==> config.mk <==
export PLATFORM = sky130hd
export DESIGN_NAME = cfvg_divider
export DESIGN_NICKNAME = d
export VERILOG_FILES = /design/src/rtl/cfvg_pkg.sv /design/src/rtl/cfvg_divider.sv
export SDC_FILE = /design/constraint.sdc
export NUM_CORES = 2
export LEC_CHECK = 0
export ABC_AREA = 1
export CAP_MARGIN = 5
export CORE_UTILIZATION = 46
export DETAILED_ROUTE_END_ITERATION = 7
export DONT_BUFFER_PORTS = 1
export GPL_TIMING_DRIVEN = 0
export PLACE_DENSITY = 0.63
export SYNTH_ARGS = -nofsm -noshare
export SYNTH_HDL_FRONTEND = slang
export SYNTH_SLANG_ARGS = --single-unit
==> constraint.sdc <==
create_clock -name clock -period 3.14 [get_ports clock]
set_input_delay 0.157 -clock clock [delete_from_list [all_inputs] [get_ports clock]]
set_output_delay 0.157 -clock clock [all_outputs]
set_load 0.02 [all_outputs]
==> src/rtl/cfvg_pkg.sv <==
// Shared types, constants and the arctangent table of the circle fan vertex generator.
package cfvg_pkg;

   localparam int SEG_W        = 13;
   localparam int MAX_SEGMENTS = 4096;
   localparam int PROD_W       = 30;
   localparam int DIV_W        = 47;
   localparam int PHASE_W      = 32;
   localparam int CORD_W       = 34;
   localparam int TRIG_STAGES  = 16;
   localparam int CSR_IDX_W    = 2;
   localparam int CSR_DATA_W   = 17;

   localparam logic [CSR_IDX_W-1:0] CSR_SEGMENT_COUNT = 2'd0;
   localparam logic [CSR_IDX_W-1:0] CSR_START_ANGLE   = 2'd1;
   localparam logic [CSR_IDX_W-1:0] CSR_SWEEP_ANGLE   = 2'd2;
   localparam logic [CSR_IDX_W-1:0] CSR_CIRCLE_RADIUS = 2'd3;

   localparam logic signed [CORD_W-1:0] CORDIC_GAIN  = 34'sd652032874;
   localparam logic signed [CORD_W-1:0] QUARTER_TURN = 34'sd1073741824;
   localparam logic signed [CORD_W-1:0] HALF_TURN    = 34'sd2147483648;

   // Per-item side information that travels beside the arithmetic.
   typedef struct packed {
      logic             idx_valid;
      logic             centre;
      logic             has_tri;
      logic [SEG_W-1:0] k;
   } meta_type;

   // Arctangent of 2^-i in units of 2^-32 turn.
   function automatic logic [31:0] atan_entry(input logic [4:0] i);
      logic [31:0] v;
      case (i)
         5'd0:  v = 32'd536870912;
         5'd1:  v = 32'd316933406;
         5'd2:  v = 32'd167458907;
         5'd3:  v = 32'd85004756;
         5'd4:  v = 32'd42667331;
         5'd5:  v = 32'd21354465;
         5'd6:  v = 32'd10679838;
         5'd7:  v = 32'd5340245;
         5'd8:  v = 32'd2670163;
         5'd9:  v = 32'd1335087;
         5'd10: v = 32'd667544;
         5'd11: v = 32'd333772;
         5'd12: v = 32'd166886;
         5'd13: v = 32'd83443;
         5'd14: v = 32'd41722;
         5'd15: v = 32'd20861;
         5'd16: v = 32'd10430;
         5'd17: v = 32'd5215;
         5'd18: v = 32'd2608;
         5'd19: v = 32'd1304;
         5'd20: v = 32'd652;
         5'd21: v = 32'd326;
         5'd22: v = 32'd163;
         5'd23: v = 32'd81;
         default: v = 32'd0;
      endcase
      return v;
   endfunction

endpackage

==> src/rtl/cfvg_divider.sv <==
// Pipelined restoring divider, one quotient bit per stage.
module cfvg_divider (
   input  logic                        clock,
   input  logic                        reset,
   input  logic                        adv,
   input  logic                        in_valid,
   input  logic [cfvg_pkg::DIV_W-1:0]  dividend,
   input  logic [cfvg_pkg::SEG_W-1:0]  divisor,
   input  cfvg_pkg::meta_type          in_meta,
   output logic                        out_valid,
   output logic [cfvg_pkg::DIV_W-1:0]  quotient,
   output cfvg_pkg::meta_type          out_meta
);
   import cfvg_pkg::*;

   logic [SEG_W-1:0] rem_ff  [0:DIV_W];
   logic [DIV_W-1:0] nq_ff   [0:DIV_W];
   logic             val_ff  [0:DIV_W];
   meta_type         meta_ff [0:DIV_W];

   // The entry stage takes the dividend with a cleared remainder.
   always_ff @(posedge clock) begin
      if (reset) begin
         val_ff[0] <= 1'b0;
      end else if (adv) begin
         val_ff[0] <= in_valid;
      end
      if (adv) begin
         rem_ff[0]  <= '0;
         nq_ff[0]   <= dividend;
         meta_ff[0] <= in_meta;
      end
   end

   // Each stage shifts in one dividend bit and subtracts the divisor when it fits.
   for (genvar i = 0; i < DIV_W; i++) begin : g_stage
      logic [SEG_W:0]   trial;
      logic             fits;
      logic [SEG_W:0]   diff;
      logic [SEG_W-1:0] rem_in;
      logic [DIV_W-1:0] nq_in;

      always_comb begin
         trial  = {rem_ff[i], nq_ff[i][DIV_W-1]};
         fits   = trial >= {1'b0, divisor};
         diff   = trial - {1'b0, divisor};
         rem_in = fits ? diff[SEG_W-1:0] : trial[SEG_W-1:0];
         nq_in  = {nq_ff[i][DIV_W-2:0], fits};
      end

      always_ff @(posedge clock) begin
         if (reset) begin
            val_ff[i+1] <= 1'b0;
         end else if (adv) begin
            val_ff[i+1] <= val_ff[i];
         end
         if (adv) begin
            rem_ff[i+1]  <= rem_in;
            nq_ff[i+1]   <= nq_in;
            meta_ff[i+1] <= meta_ff[i];
         end
      end
   end

   assign out_valid = val_ff[DIV_W];
   assign quotient  = nq_ff[DIV_W];
   assign out_meta  = meta_ff[DIV_W];

   // A finished remainder is always below the divisor.
   a_rem_below: assert property (@(posedge clock) disable iff (reset)
      (out_valid && divisor != '0) |-> (rem_ff[DIV_W] < divisor))
      else $error("divider remainder not below divisor");

endmodule

=== Word level (Yosys, flattened, before mapping) ===
Memories as Yosys holds them, arrays and structs flattened.
Cells that the tools add are included.

* Logic and storage cells: 247
* Bits in registers: 0
* Memories kept: 4
* Output and inout port bits: 64
* Memory bits (writable): 3,696
* Input bits: 80

* Magnitude comparators: 47
* Bitwise gates (word level): 48
* Muxes and demuxes: 101
* Add/sub/neg operators: 47

{| class="wikitable"
|+ Memories
! memory !! words !! width !! rd ports !! clocked after Yosys merged registers in !! wr ports !! RTL line !! source
|-
| nq_ff || 48 || 47 || 48 || 0 || 48 || cfvg_divider.sv:17 || <nowiki>logic [DIV_W-1:0] nq_ff [0:DIV_W];</nowiki>
|-
| meta_ff || 48 || 16 || 48 || 0 || 48 || cfvg_divider.sv:19 || <nowiki>meta_type meta_ff [0:DIV_W];</nowiki>
|-
| rem_ff || 48 || 13 || 47 || 0 || 48 || cfvg_divider.sv:16 || <nowiki>logic [SEG_W-1:0] rem_ff [0:DIV_W];</nowiki>
|-
| val_ff || 48 || 1 || 48 || 0 || 48 || cfvg_divider.sv:18 || <nowiki>logic val_ff [0:DIV_W];</nowiki>
|}

{| class="wikitable"
|+ Operator list
! operator !! count
|-
| $ge 14x13->1 || 47
|-
| $mux 13 || 47
|-
| $sub 13x13->13 || 47
|-
| $mux 1 || 54
|-
| $or 1x1->1 || 48
|}

=== Longest topological paths before layout ===
* Word-level depth: 4
* Depth in mapped cells: 12
* Depth with buffers taken out: 11

=== Worst setup path before layout ===
Ideal clock, no wire load.

* Path type: input to register
* From: input port divisor[10] (netlist bit)
* To: memory rem_ff[21][7] (data pin)
* Cell stages on the path: 11
* Setup slack: 0.575 ns
* Data required time: 2.887 ns
* Setup time: 0.253 ns
* Path buffers: 1
* Data arrival time: 2.312 ns
* Cell sequence: inv_1 > ha_1 > nand2_1 > inv_2 > nand2_1 > inv_1 > a21oi_4 > nand3_4 > buf_8 > nand2_2 > o21ai_2

{| class="wikitable"
|+ RTL lines
! item !! RTL line !! source
|-
| from (decl) || cfvg_divider.sv:8 || <nowiki>input logic [cfvg_pkg::SEG_W-1:0] divisor,</nowiki>
|-
| to (decl) || cfvg_divider.sv:16 ||
|}

==> summary.md <==
| Metric | Value |
|---|---|
| Synth area leader | edfxtp_1 |
| Power per cell area | 886.8 nW/um^2 |
| Yosys reg bits | 3,670 |
| Seq/Total Area, Yosys | 69.07% |
| Clk network pwr share | 27.3% |
| Largest net degree at the start of global routing | 303 |
| Post-synth top cells | 3,670 x edfxtp_1, 3,451 x nand2_1, 2,041 x inv_1 |
| Net Sw Frac | 33.40% |
| Worst path required time | 3.77 ns |
| Gr ovfl total | 0 |
| Slowest CP cell | dlygate4sd3_1 |
| Drt pass-1 iters | 6 |
| DIE WIDTH | 590.9 microns |
| Net switching power | 53.44 mW |
| PnR Total Power | 160.0 mW |
| Pre-CTS WS | -2.617 ns |
| Tmin final | 2.965 ns |
| RSZ-0062 raised after global routing | no |
| Internal power | 106.5 mW |
| Placed cells | 17,440 |
| Vias in the first global route | 84,530 |
| Initial core utilization | 46.37% |
| CORE AREA | 344,100 sq um |
| CTS sink cnt | 3,670 |
| Pins Over Slew Limit | 0 |
| CTS Buffer Depth | 4 |
| Layout area overhead | 13.08% |
| Avg WL per Cell | 15.45 microns |
| Reg2reg start | nq_ff[0][46]$_DFFE_PP_ |
| FF-to-FF path depth | 6 |
| Vias/cell | 4.813 |
| Worst vdd ir | 0.5825 mV |
| CP Data Arrival Time | 3.59 ns |
| Seq pwr share | 41.7% |
| Num ports | 144 |
| Post-Syn Area | 159,500 sq um |
| Iter 0 DRT Violations | 5,817 |
| Post-synth top area share | 69.07% |
| Num CTS Buffers | 377 |
| Comb pwr share | 31.0% |
| Worst Setup End Kind | flop |
| Kind of critical path | input pin to flop |
| Mean Syn Cell Area | 12.41 sq um |
| Worst R2R Setup Slack | 0.73 ns |
| Clk pin slew, worst setup/hold paths | 0.06 ns |
| Setup tns final | 0 ns |
| Die footprint | 349,200 sq um |
| Asr flop ratio synth | 0% |
| DRT antenna net count | 0 |
| Worst-skew pair later-pin latency | 0.94 ns |
| CTS Root Cell | clkbuf_16 |
| Buffers added on ports | 0 |
| Cell Chain, Critical Path | dlygate4sd3_1, bufinv_16, dlygate4sd3_1, ha_1, nand2_1, nand2_1, nand2_1, nand3_2, nand2_4, nand3_2, buf_6, nand3_1, nand2_1 |
| Die Y | 590.9 microns |
| Yosys cell types | 37 |
| Drt total wl | 282,800 microns |
| Crit Path Max Fanout | 12 |
| Worst R2R End | rem_ff[1][3]$_SDFFCE_PN0P_ |
| MaxCap Viol Count | 0 |
| Worst hold slack | 0.1160 ns |
| Syn nets | 13,580 |
| Row count | 215 |
| Post-synth EDFFs | 3,670 |
| CTS tree | yes |
| Lkg Pwr | 75.65 nW |
| Final setup violating endpoints | 0 |
| Via count | 88,080 |
| Most common cell in the netlist | edfxtp_1 |
| H-tree depth | 5 |
| Largest cells by area after synthesis | edfxtp_1 69%, nand2_1 8.1%, inv_1 4.8% |
| Post-Layout Cell Count | 18,300 |
| Nets | 14,160 |
| Initial antenna violation count | 5 |
| Synth warn | 0 |
| Worst-margin pin slew | 1.181 ns |
| Mapped Cells | 12,850 |
| Fmax | 337.2 MHz |
| Cell mode on critical path | nand2_1 |
| Status | completed |
| CP peak stage delay | 1.05 ns |
| Fraction of layout instances using a drive strength above 1 | 11.18% |
| Total track usage | 16.02% |
| Fin Clk Skew | 0.06261 ns |
| Final worst slack | 0.1745 ns |
| DRC Markers | 0 |
| Worst setup startpoint | divisor[3] |
| HPWL after DPL | 174,400 microns |
| First-pass GRT wire length | 449,900 microns |
| Critical Path End | rem_ff[37][10]$_DFFE_PP_ |
| Slew HR | 21.01% |
| Period Utilization, post-route | 94.44% |
| Hold Vio Cnt, Final | 0 |
| Setup crit start kind | input pin |
| Top FF cell, synth | edfxtp_1 |
| Worst hold path type | input pin to flop |
| GP Congestion | 0.8609 |
## per-stage QoR
step | util, % | instance area (sq um)
after floorplan | - | 159500
after global placement | 48.03 | 165300
after detailed placement | 48.29 | 166100
after CTS | 52.39 | 180300
after global routing | 52.44 | 180400
final | 52.44 | 180400
## cell families (layout without fill, tap and decap cells)
kind of cell | after synthesis | in the layout | share of synthesized area [%]
flip-flops | 3670 | 3670 | 69.07
adder cells (fa/ha/maj) | 645 | 645 | 5.270
AND/OR/NAND/NOR | 5492 | 5492 | 16.10
AO/OA/AOI/OAI | 521 | 521 | 2.172
XOR/XNOR | 287 | 287 | 1.575
other | 0 | 2 | 0
buffers and inverters | 2238 | 3128 | 5.805
## layer usage
layer | track usage (%) | vias up | part of all wire [%]
li1 | - | 44890 | -
met1 | 23.19 | 41220 | 48
met2 | 25.37 | 1456 | 45
met3 | 2.071 | 506 | 4.1
met4 | 4.703 | 2 | 2.8
met5 | 0 | - | 0.0046
## timing repair
action	in CTS	in global routing
endpoints found under the hold margin	558	10
buffers inserted	0	9
cloned	5	1
gates resized for setup	0	4
hold buffers	157	2
setup endpoints to repair	769	2
## power groups by stage
stage                     clock network [mW]  registers [mW]  logic [mW]
after floorplan                            0            66.1        38.3
after detailed placement                   0            67.7        49.1
after global routing                    47.2            67.3        56.5
final                                   43.7            66.7        49.6
after global placement                     0            67.9        47.7
after CTS                               45.4            66.8        49.7
## worst max-delay path: cells and delay by family
kind	cells	cell delay (ns)
and+or+nand+nor	8	0.81
adders and majority gates	1	0.42
buffers and inverters	4	2.16
## registers in the layout, summed over array words and instances (netlist names)
register	count
nq_ff	2256
meta_ff	768
rem_ff	598
val_ff	48
## how the worst min path moves through the flow
stage                           from                     endpoint  slack (ns)  cells after the start
after floorplan           in_meta[0]      meta_ff[0][0]$_DFFE_PP_        0.26                      0
after global placement    in_meta[3]      meta_ff[0][3]$_DFFE_PP_        0.26                      0
after detailed placement  in_meta[3]      meta_ff[0][3]$_DFFE_PP_        0.26                      0
after CTS                 divisor[1]  rem_ff[1][11]$_SDFFCE_PN0P_        0.05                      3
after global routing      divisor[0]       rem_ff[1][0]$_DFFE_PP_        0.11                      3
final                     divisor[0]       rem_ff[1][0]$_DFFE_PP_        0.12                      3
## cell type report
class	count	area, sq um
sequential	3670	110200
tap	4557	5702
antenna	2	5.005
inverter	2098	7941
multi-input combinational	6945	40080
buffer	140	1388
timing repair buffer	205	2843
clock buffer	453	9783
fill	29160	163600
clock inverter	232	2466
## cell usage in the layout, fill, tap and decap left out, drive strengths merged
master       synthesis  final
or2                  1      1
nand4              503    503
xnor2               45     45
diode                0      2
clkinvlp             0     18
bufbuf               0      5
a21oi              218    218
xor2               242    242
clkinv               0    164
nor2               530    530
and2                21     21
nor4                 4      4
nor3                12     12
edfxtp            3670   3670
fa                  45     45
bufinv               0     37
dlygate4sd3          0    150
ha                 600    600
o21ai              302    302
o211ai               1      1
nand3              780    780
clkbuf               4    458
inv               2098   2111
nand2             3641   3641
buf                136    185
(Power assumes the default switching activity.)
