--- config.mk ---
export PLATFORM = sky130hd
export DESIGN_NAME = cfvg_cordic
export DESIGN_NICKNAME = d
export VERILOG_FILES = /design/src/rtl/cfvg_pkg.sv /design/src/rtl/cfvg_cordic.sv
export SDC_FILE = /design/constraint.sdc
export NUM_CORES = 2
export LEC_CHECK = 0
export CAP_MARGIN = 40
export CORE_AREA = 4 4 347 690
export CTS_CLUSTER_SIZE = 28
export DETAILED_ROUTE_END_ITERATION = 6
export DIE_AREA = 0 0 351 694
export DONT_BUFFER_PORTS = 1
export PLACE_DENSITY = 0.73
export SYNTH_ARGS = -nofsm -noshare
export SYNTH_HDL_FRONTEND = slang
export SYNTH_SLANG_ARGS = --single-unit
--- constraint.sdc ---
create_clock -name clock -period 5.6 [get_ports clock]
set_input_delay 0.84 -clock clock [delete_from_list [all_inputs] [get_ports clock]]
set_output_delay 0.84 -clock clock [all_outputs]
set_load 0.02 [all_outputs]
--- src/rtl/cfvg_pkg.sv ---
// Shared types, constants and the arctangent table of the circle fan vertex generator.
package cfvg_pkg;

   localparam int SEG_W        = 13;
   localparam int MAX_SEGMENTS = 4096;
   localparam int PROD_W       = 30;
   localparam int DIV_W        = 47;
   localparam int PHASE_W      = 32;
   localparam int CORD_W       = 34;
   localparam int TRIG_STAGES  = 16;
   localparam int CSR_IDX_W    = 2;
   localparam int CSR_DATA_W   = 17;

   localparam logic [CSR_IDX_W-1:0] CSR_SEGMENT_COUNT = 2'd0;
   localparam logic [CSR_IDX_W-1:0] CSR_START_ANGLE   = 2'd1;
   localparam logic [CSR_IDX_W-1:0] CSR_SWEEP_ANGLE   = 2'd2;
   localparam logic [CSR_IDX_W-1:0] CSR_CIRCLE_RADIUS = 2'd3;

   localparam logic signed [CORD_W-1:0] CORDIC_GAIN  = 34'sd652032874;
   localparam logic signed [CORD_W-1:0] QUARTER_TURN = 34'sd1073741824;
   localparam logic signed [CORD_W-1:0] HALF_TURN    = 34'sd2147483648;

   // Per-item side information that travels beside the arithmetic.
   typedef struct packed {
      logic             idx_valid;
      logic             centre;
      logic             has_tri;
      logic [SEG_W-1:0] k;
   } meta_type;

   // Arctangent of 2^-i in units of 2^-32 turn.
   function automatic logic [31:0] atan_entry(input logic [4:0] i);
      logic [31:0] v;
      case (i)
         5'd0:  v = 32'd536870912;
         5'd1:  v = 32'd316933406;
         5'd2:  v = 32'd167458907;
         5'd3:  v = 32'd85004756;
         5'd4:  v = 32'd42667331;
         5'd5:  v = 32'd21354465;
         5'd6:  v = 32'd10679838;
         5'd7:  v = 32'd5340245;
         5'd8:  v = 32'd2670163;
         5'd9:  v = 32'd1335087;
         5'd10: v = 32'd667544;
         5'd11: v = 32'd333772;
         5'd12: v = 32'd166886;
         5'd13: v = 32'd83443;
         5'd14: v = 32'd41722;
         5'd15: v = 32'd20861;
         5'd16: v = 32'd10430;
         5'd17: v = 32'd5215;
         5'd18: v = 32'd2608;
         5'd19: v = 32'd1304;
         5'd20: v = 32'd652;
         5'd21: v = 32'd326;
         5'd22: v = 32'd163;
         5'd23: v = 32'd81;
         default: v = 32'd0;
      endcase
      return v;
   endfunction

endpackage

--- src/rtl/cfvg_cordic.sv ---
// Pipelined rotation-mode CORDIC giving cosine and sine in Q1.15.
module cfvg_cordic (
   input  logic                           clock,
   input  logic                           reset,
   input  logic                           adv,
   input  logic                           in_valid,
   input  logic [cfvg_pkg::PHASE_W-1:0]   phase,
   input  cfvg_pkg::meta_type             in_meta,
   output logic                           out_valid,
   output logic signed [16:0]             cos_q15,
   output logic signed [16:0]             sin_q15,
   output cfvg_pkg::meta_type             out_meta
);
   import cfvg_pkg::*;

   logic signed [CORD_W-1:0] x_ff    [0:TRIG_STAGES];
   logic signed [CORD_W-1:0] y_ff    [0:TRIG_STAGES];
   logic signed [CORD_W-1:0] z_ff    [0:TRIG_STAGES];
   logic                     flip_ff [0:TRIG_STAGES];
   logic                     val_ff  [0:TRIG_STAGES];
   meta_type                 meta_ff [0:TRIG_STAGES];

   // Fold the phase into the right half-plane, noting a sign flip.
   logic signed [CORD_W-1:0] z_raw;
   logic signed [CORD_W-1:0] z_in;
   logic                     flip_in;

   always_comb begin
      z_raw   = {{(CORD_W-PHASE_W){phase[PHASE_W-1]}}, phase};
      z_in    = z_raw;
      flip_in = 1'b0;
      if (z_raw > QUARTER_TURN) begin
         z_in    = z_raw - HALF_TURN;
         flip_in = 1'b1;
      end else if (z_raw < -QUARTER_TURN) begin
         z_in    = z_raw + HALF_TURN;
         flip_in = 1'b1;
      end
   end

   always_ff @(posedge clock) begin
      if (reset) begin
         val_ff[0] <= 1'b0;
      end else if (adv) begin
         val_ff[0] <= in_valid;
      end
      if (adv) begin
         x_ff[0]    <= CORDIC_GAIN;
         y_ff[0]    <= '0;
         z_ff[0]    <= z_in;
         flip_ff[0] <= flip_in;
         meta_ff[0] <= in_meta;
      end
   end

   // One micro-rotation per stage.
   for (genvar i = 0; i < TRIG_STAGES; i++) begin : g_rot
      logic signed [CORD_W-1:0] xs;
      logic signed [CORD_W-1:0] ys;
      logic signed [CORD_W-1:0] at;

      always_comb begin
         xs = x_ff[i] >>> i;
         ys = y_ff[i] >>> i;
         at = $signed({{(CORD_W-32){1'b0}}, atan_entry(5'(i))});
      end

      always_ff @(posedge clock) begin
         if (reset) begin
            val_ff[i+1] <= 1'b0;
         end else if (adv) begin
            val_ff[i+1] <= val_ff[i];
         end
         if (adv) begin
            if (!z_ff[i][CORD_W-1]) begin
               x_ff[i+1] <= x_ff[i] - ys;
               y_ff[i+1] <= y_ff[i] + xs;
               z_ff[i+1] <= z_ff[i] - at;
            end else begin
               x_ff[i+1] <= x_ff[i] + ys;
               y_ff[i+1] <= y_ff[i] - xs;
               z_ff[i+1] <= z_ff[i] + at;
            end
            flip_ff[i+1] <= flip_ff[i];
            meta_ff[i+1] <= meta_ff[i];
         end
      end
   end

   // Undo the fold, round to Q1.15 and saturate.
   logic signed [CORD_W-1:0] xf, yf, xr, yr;
   logic signed [16:0]       cos_in, sin_in;
   logic signed [16:0]       cos_ff, sin_ff;
   logic                     oval_ff;
   meta_type                 ometa_ff;

   function automatic logic signed [16:0] sat_q15(input logic signed [CORD_W-1:0] v);
      logic signed [16:0] r;
      if (v > 34'sd32768) begin
         r = 17'sd32768;
      end else if (v < -34'sd32768) begin
         r = -17'sd32768;
      end else begin
         r = v[16:0];
      end
      return r;
   endfunction

   always_comb begin
      xf     = flip_ff[TRIG_STAGES] ? -x_ff[TRIG_STAGES] : x_ff[TRIG_STAGES];
      yf     = flip_ff[TRIG_STAGES] ? -y_ff[TRIG_STAGES] : y_ff[TRIG_STAGES];
      xr     = (xf + 34'sd16384) >>> 15;
      yr     = (yf + 34'sd16384) >>> 15;
      cos_in = sat_q15(xr);
      sin_in = sat_q15(yr);
   end

   always_ff @(posedge clock) begin
      if (reset) begin
         oval_ff <= 1'b0;
      end else if (adv) begin
         oval_ff <= val_ff[TRIG_STAGES];
      end
      if (adv) begin
         cos_ff   <= cos_in;
         sin_ff   <= sin_in;
         ometa_ff <= meta_ff[TRIG_STAGES];
      end
   end

   assign out_valid = oval_ff;
   assign cos_q15   = cos_ff;
   assign sin_q15   = sin_ff;
   assign out_meta  = ometa_ff;

   // Rounded outputs stay within one unit either side.
   a_cos_range: assert property (@(posedge clock) disable iff (reset)
      out_valid |-> (cos_q15 <= 17'sd32768 && cos_q15 >= -17'sd32768))
      else $error("cosine out of range");

endmodule
# After elaboration in Yosys (flattened, before gate mapping)
# Memories as Yosys holds them, arrays and structs flattened. A register that Yosys moved wholly into a read port is not among the register bits.
# Cells that the tools add are included.
dict set report word_totals {
  ff_bits 34
  mem_bits_rw 2040
  inputBits 52
  output_inout_bits 51
  wordCells 359
  n_memories 6
}
dict set report op_classes {
  add_sub_neg 101
  n_lt_le_gt_ge 6
  mux 175
  bitwise_logic 65
  n_reduce_logical 2
}
# name depth width rd rd_clocked_by_memory_dff write_ports line_no
set memory_table {}
lappend memory_table {x_ff 17 34 17 0 17 cfvg_cordic.sv:16} ;# logic signed [CORD_W-1:0] x_ff [0:TRIG_STAGES];
lappend memory_table {y_ff 17 34 17 0 17 cfvg_cordic.sv:17} ;# logic signed [CORD_W-1:0] y_ff [0:TRIG_STAGES];
lappend memory_table {z_ff 17 34 16 0 17 cfvg_cordic.sv:18} ;# logic signed [CORD_W-1:0] z_ff [0:TRIG_STAGES];
lappend memory_table {meta_ff 17 16 17 1 17 cfvg_cordic.sv:21} ;# meta_type meta_ff [0:TRIG_STAGES];
lappend memory_table {flip_ff 17 1 17 0 17 cfvg_cordic.sv:19} ;# logic flip_ff [0:TRIG_STAGES];
lappend memory_table {val_ff 17 1 17 1 17 cfvg_cordic.sv:20} ;# logic val_ff [0:TRIG_STAGES];
# operator count
set op_table {}
lappend op_table {{$mux W34} 52}
lappend op_table {{$mux W1} 121}
lappend op_table {{$add A34 B16 Y34 const B} 3}
lappend op_table {{$add A34 B19 Y34} 2}
lappend op_table {{$add A34 B20 Y34} 2}
lappend op_table {{$add A34 B21 Y34} 2}
lappend op_table {{$add A34 B22 Y34} 2}
lappend op_table {{$add A34 B23 Y34} 2}
lappend op_table {{$add A34 B24 Y34} 2}
lappend op_table {{$add A34 B25 Y34} 2}
lappend op_table {{$add A34 B26 Y34} 2}
lappend op_table {{$add A34 B27 Y34} 2}
lappend op_table {{$add A34 B28 Y34} 2}
lappend op_table {{$add A34 B29 Y34} 2}
lappend op_table {{$add A34 B30 Y34} 2}
lappend op_table {{$add A34 B31 Y34} 2}
lappend op_table {{$add A34 B32 Y34} 2}
lappend op_table {{$add A34 B33 Y34} 2}
lappend op_table {{$neg A34 Y34} 2}
lappend op_table {{$sub A34 B19 Y34} 2}
lappend op_table {{$sub A34 B20 Y34} 2}
lappend op_table {{$sub A34 B21 Y34} 2}
lappend op_table {{$sub A34 B22 Y34} 2}
lappend op_table {{$sub A34 B23 Y34} 2}
lappend op_table {{52 further kinds} 131}

# Logic depth before layout (Yosys ltp)
# An unclocked memory read counts as a cell.
dict set report logic_depth {
  ltp_word 6
  mapped_depth 22
  mapped_depth_nobuf 22
}

# Least setup slack after synthesis
# Ideal clock, no wire load.
dict set report synth_timing {
  path_type {input-to-reg}
  startpoint {input adv}
  endpoint {memory z_ff[6][32], data pin}
  arrival_time_ns 5.256
  required_time_ns 5.342
  setup_slack_ns 0.086
  cell_stages 17
  path_buffers 4
  cell_sequence {clkbuf_1 > clkbuf_1 > nand2_1 > clkbuf_1 > clkbuf_1 > ha_1 > and2_1 > a2111oi_0 > nor3_1 > or4_1 > o31ai_2 > o211ai_1 > a31o_2 > a21oi_1 > o311ai_0 > a21oi_1 > xnor2_1}
}
# element line_no
set synth_rtl {}
lappend synth_rtl {{start, declared} cfvg_cordic.sv:5} ;# input logic adv,
lappend synth_rtl {{end, declared} cfvg_cordic.sv:18}

==> impl_metrics.py <==
metrics = {
    "cells_and_area": {
        "area_delta_synth_final_pct": 29.7,
        "fin_nets": 19073,
        "drive_gt1_share_pct": 25.4,
        "postLayoutCellArea_mm2": 0.178,
    },
    "routing": {
        "vias_per_cell": 6.17,
        "ant_nets": 0,
        "detail_route.first_pass.iterations": 7,
        "drt_drc_violations_left": 2,
        "finalWirelength_um": 506000,
        "wl_per_cell_um": 24.4,
        "drtIter0Drc": 7703,
        "vias": 128191,
    },
    "outcome": {
        "run_status": "finished with violations",
        "violations": "design-rule violations, negative setup slack",
    },
    "cts": {
        "clock_latency_ns": 0.90,
        "cts_tree": "yes",
        "cts_inserted_buffers": 181,
        "clk_pin_slew_ns": 0.08,
        "cts_buffer_depth": 4,
        "clock_sinks": 1861,
        "htreeDepth": 4,
        "root_buffer": "clkbuf_16",
    },
    "place": {
        "numPortBuffers": 0,
        "pre_cts_ws_ns": -3.22,
        "dp_hpwl_um": 382000,
        "dpl_cell_area_mm2": 0.170,
        "gp_congestion": 1.13,
    },
    "yosys": {
        "synth_enable_flop_cells": 1860,
        "yosys_warnings": 0,
        "ys_types": 95,
        "yosysMostFrequentCell": "edfxtp_1",
        "synth_fa_ha_area_share_pct": 13.4,
        "synth-xor-area-share_pct": 12.1,
        "syn_avg_cell_area_um2": 10.1,
        "synthCells": 13595,
        "yosysTopAreaCell": "edfxtp_1",
        "synth_area_leaders": "edfxtp_1 41%, ha_1 13%, xnor2_1 8.3%, a21oi_1 4.9%, xor2_1 3.7%",
        "seq_area_frac_synth_pct": 40.6,
        "ys_top_cells_by_count": "1860 x edfxtp_1, 1397 x ha_1, 1334 x a21oi_1",
        "yosysTopAreaCellShare_pct": 40.6,
        "syn-num-nets": 15088,
        "async_flop_share_pct": 0,
        "synth_compound_area_share_pct": 18.5,
        "syn_area_mm2": 0.138,
        "yosys_most_used_dff": "edfxtp_1",
        "synth_seq_cells": 1861,
        "muxShareOfSynthArea_pct": 0.952,
        "synth_top_family_by_area": "compound AO/OA/AOI/OAI gates",
        "synth_simple_gate_area_share_pct": 12.4,
    },
    "sta": {
        "relSlewSlack_pct": 22.9,
        "fin_crit_ns": 5.67,
        "hold_violations": 0,
        "setup_tns_ns": -0.0778,
        "setup_slack_ns": -0.0667,
        "setup_viol": 2,
        "tightestPinTransition_ns": 1.16,
        "fin_crit_sh_pct": 101,
        "finalMaxSlewViolations": 0,
        "fin_worst_skew_ns": 0.0694,
        "fmax_mhz": 176,
        "holdWs_ns": 0.0317,
        "rsz0062_at_grt": "yes",
    },
    "floorplanning": {
        "io_pins": 103,
        "dieArea_mm2": 0.244,
        "core_area_mm2": 0.234,
        "die_x_um": 351,
        "fp.dieH_um": 694,
        "rows": 251,
        "start_util_pct": 58.8,
    },
    "worst_setup_path": {
        "required_ns": 6.18,
        "critPathCaptureType": "register",
        "worstPathArrival_ns": 6.25,
        "worstPathMaxFanout": 106,
        "start_kind": "primary input",
        "critical_path_class": "primary input to register",
    },
    "global_routing": {
        "grt_pass1_vias": 136918,
        "grt_max_degree": 273,
        "grt_pass1_wl_um": 766000,
        "antenna_found_initial": 28,
        "grt_use_total_pct": 41.4,
        "overflow": 0,
    },
    "flow_run": {
        "drv_cap": 0,
    },
    "min_path": {
        "worst_hold_path_type": "primary input to register",
    },
}
cell families after synthesis:
family,Yosys count
buf+inv,780
mux,124
compound gates,4001
simple gates,3494
flops,1861
xor+xnor,1894
fa+ha+maj,1441
stage by stage:
step	utilization, %	instances
after detailed placement	72.8	20345
after floorplan	-	13595
final	76.3	20770
after global routing	76.2	20752
after global placement	72.8	20338
after CTS	75.8	20719
area by class of cell:
type / count / area, um2
inverter: 568 / 2130
fill: 15620 / 55500
sequential: 1861 / 55900
antenna: 22 / 55.1
timing repair buffer: 4014 / 31400
multi-input combinational: 10954 / 79200
tap: 3036 / 3800
clock inverter: 114 / 1310
clock buffer: 201 / 4600
cell usage in the layout (no fill, tap or decap), drive strengths merged, types with 47 or more instances in the layout:
master  Yosys  layout
a211oi    107     107
a21o      546     546
a21oi    1336    1336
a31oi     128     128
and2       79      79
and3      115     115
buf        41    3946
clkbuf    171     211
clkinv      6      66
edfxtp   1860    1860
ha       1397    1397
inv       562     573
mux2i      79      79
nand2     765     765
nand2b    224     224
nand3     243     243
nand4      92      92
nor2     1003    1003
nor2b     193     193
nor3      345     345
nor4       94      94
o211ai     80      80
o21a      226     226
o21ai     737     737
o21bai    173     173
o31ai     148     148
o41ai      53      53
or2        64      64
or3       103     103
or4        47      47
xnor2    1306    1306
xor2      588     588
per-layer routing:
layer | part of all wire [%] | track usage (%) | vias up
met5 | 0.017 | 0.101 | -
met1 | 26 | 29.5 | 60581
met4 | 15 | 49.8 | 12
met2 | 53 | 77.6 | 5374
met3 | 5.7 | 10.9 | 3453
li1 | - | - | 58771
critical path, cell delays in order:
cell and delay, ns:
buf_16 0.24, buf_16 0.23, buf_16 0.24, buf_16 0.22, nand2_2 0.11, buf_4 0.16, buf_4 0.13, buf_4 0.25
o31ai_1 0.13, xnor2_1 0.43, ha_1 0.37, nand3_1 0.16, nor2_1 0.11, a211o_1 0.46, nor4b_1 0.30, buf_4 0.19
nor3_1 0.09, nor3_2 0.24, nor3_1 0.11, o41ai_2 0.32, buf_4 0.20, o21bai_1 0.07, a21oi_1 0.29, xnor2_1 0.20
flip-flops by register name, indices dropped and copies added (netlist names):
signal     count
cos_q15       17
sin_q15       17
val_ff        17
z_ff         509
meta_ff      272
x_ff         484
out_valid      1
y_ff         511
flip_ff       17
out_meta      16
repair_timing:
action / in CTS / in global routing
pin swaps: 4 / 9
gates resized for setup: 30 / 78
setup buffers: 2 / 3
cloned: 19 / 5
hold buffers: 38 / 0
hold endpoints to repair: 38 / 0
endpoints found under the setup margin: 952 / 93
path summary, 6_finish.rpt:
kind / start / cells after the start / slack, ns / endpoint
setup / recovery: adv / 24 / -0.07 / x_ff[8][30]
hold / removal: in_meta[12] / 0 / 0.03 / meta_ff[0][12]
setup reg to reg: y_ff[10][14] / 22 / 0.07 / x_ff[11][32]
hold reg to reg: z_ff[3][0] / 0 / 0.39 / z_ff[4][0]
Power is not shown: default switching activity piles up to over one toggle a cycle in this logic, so the estimate is an artifact.
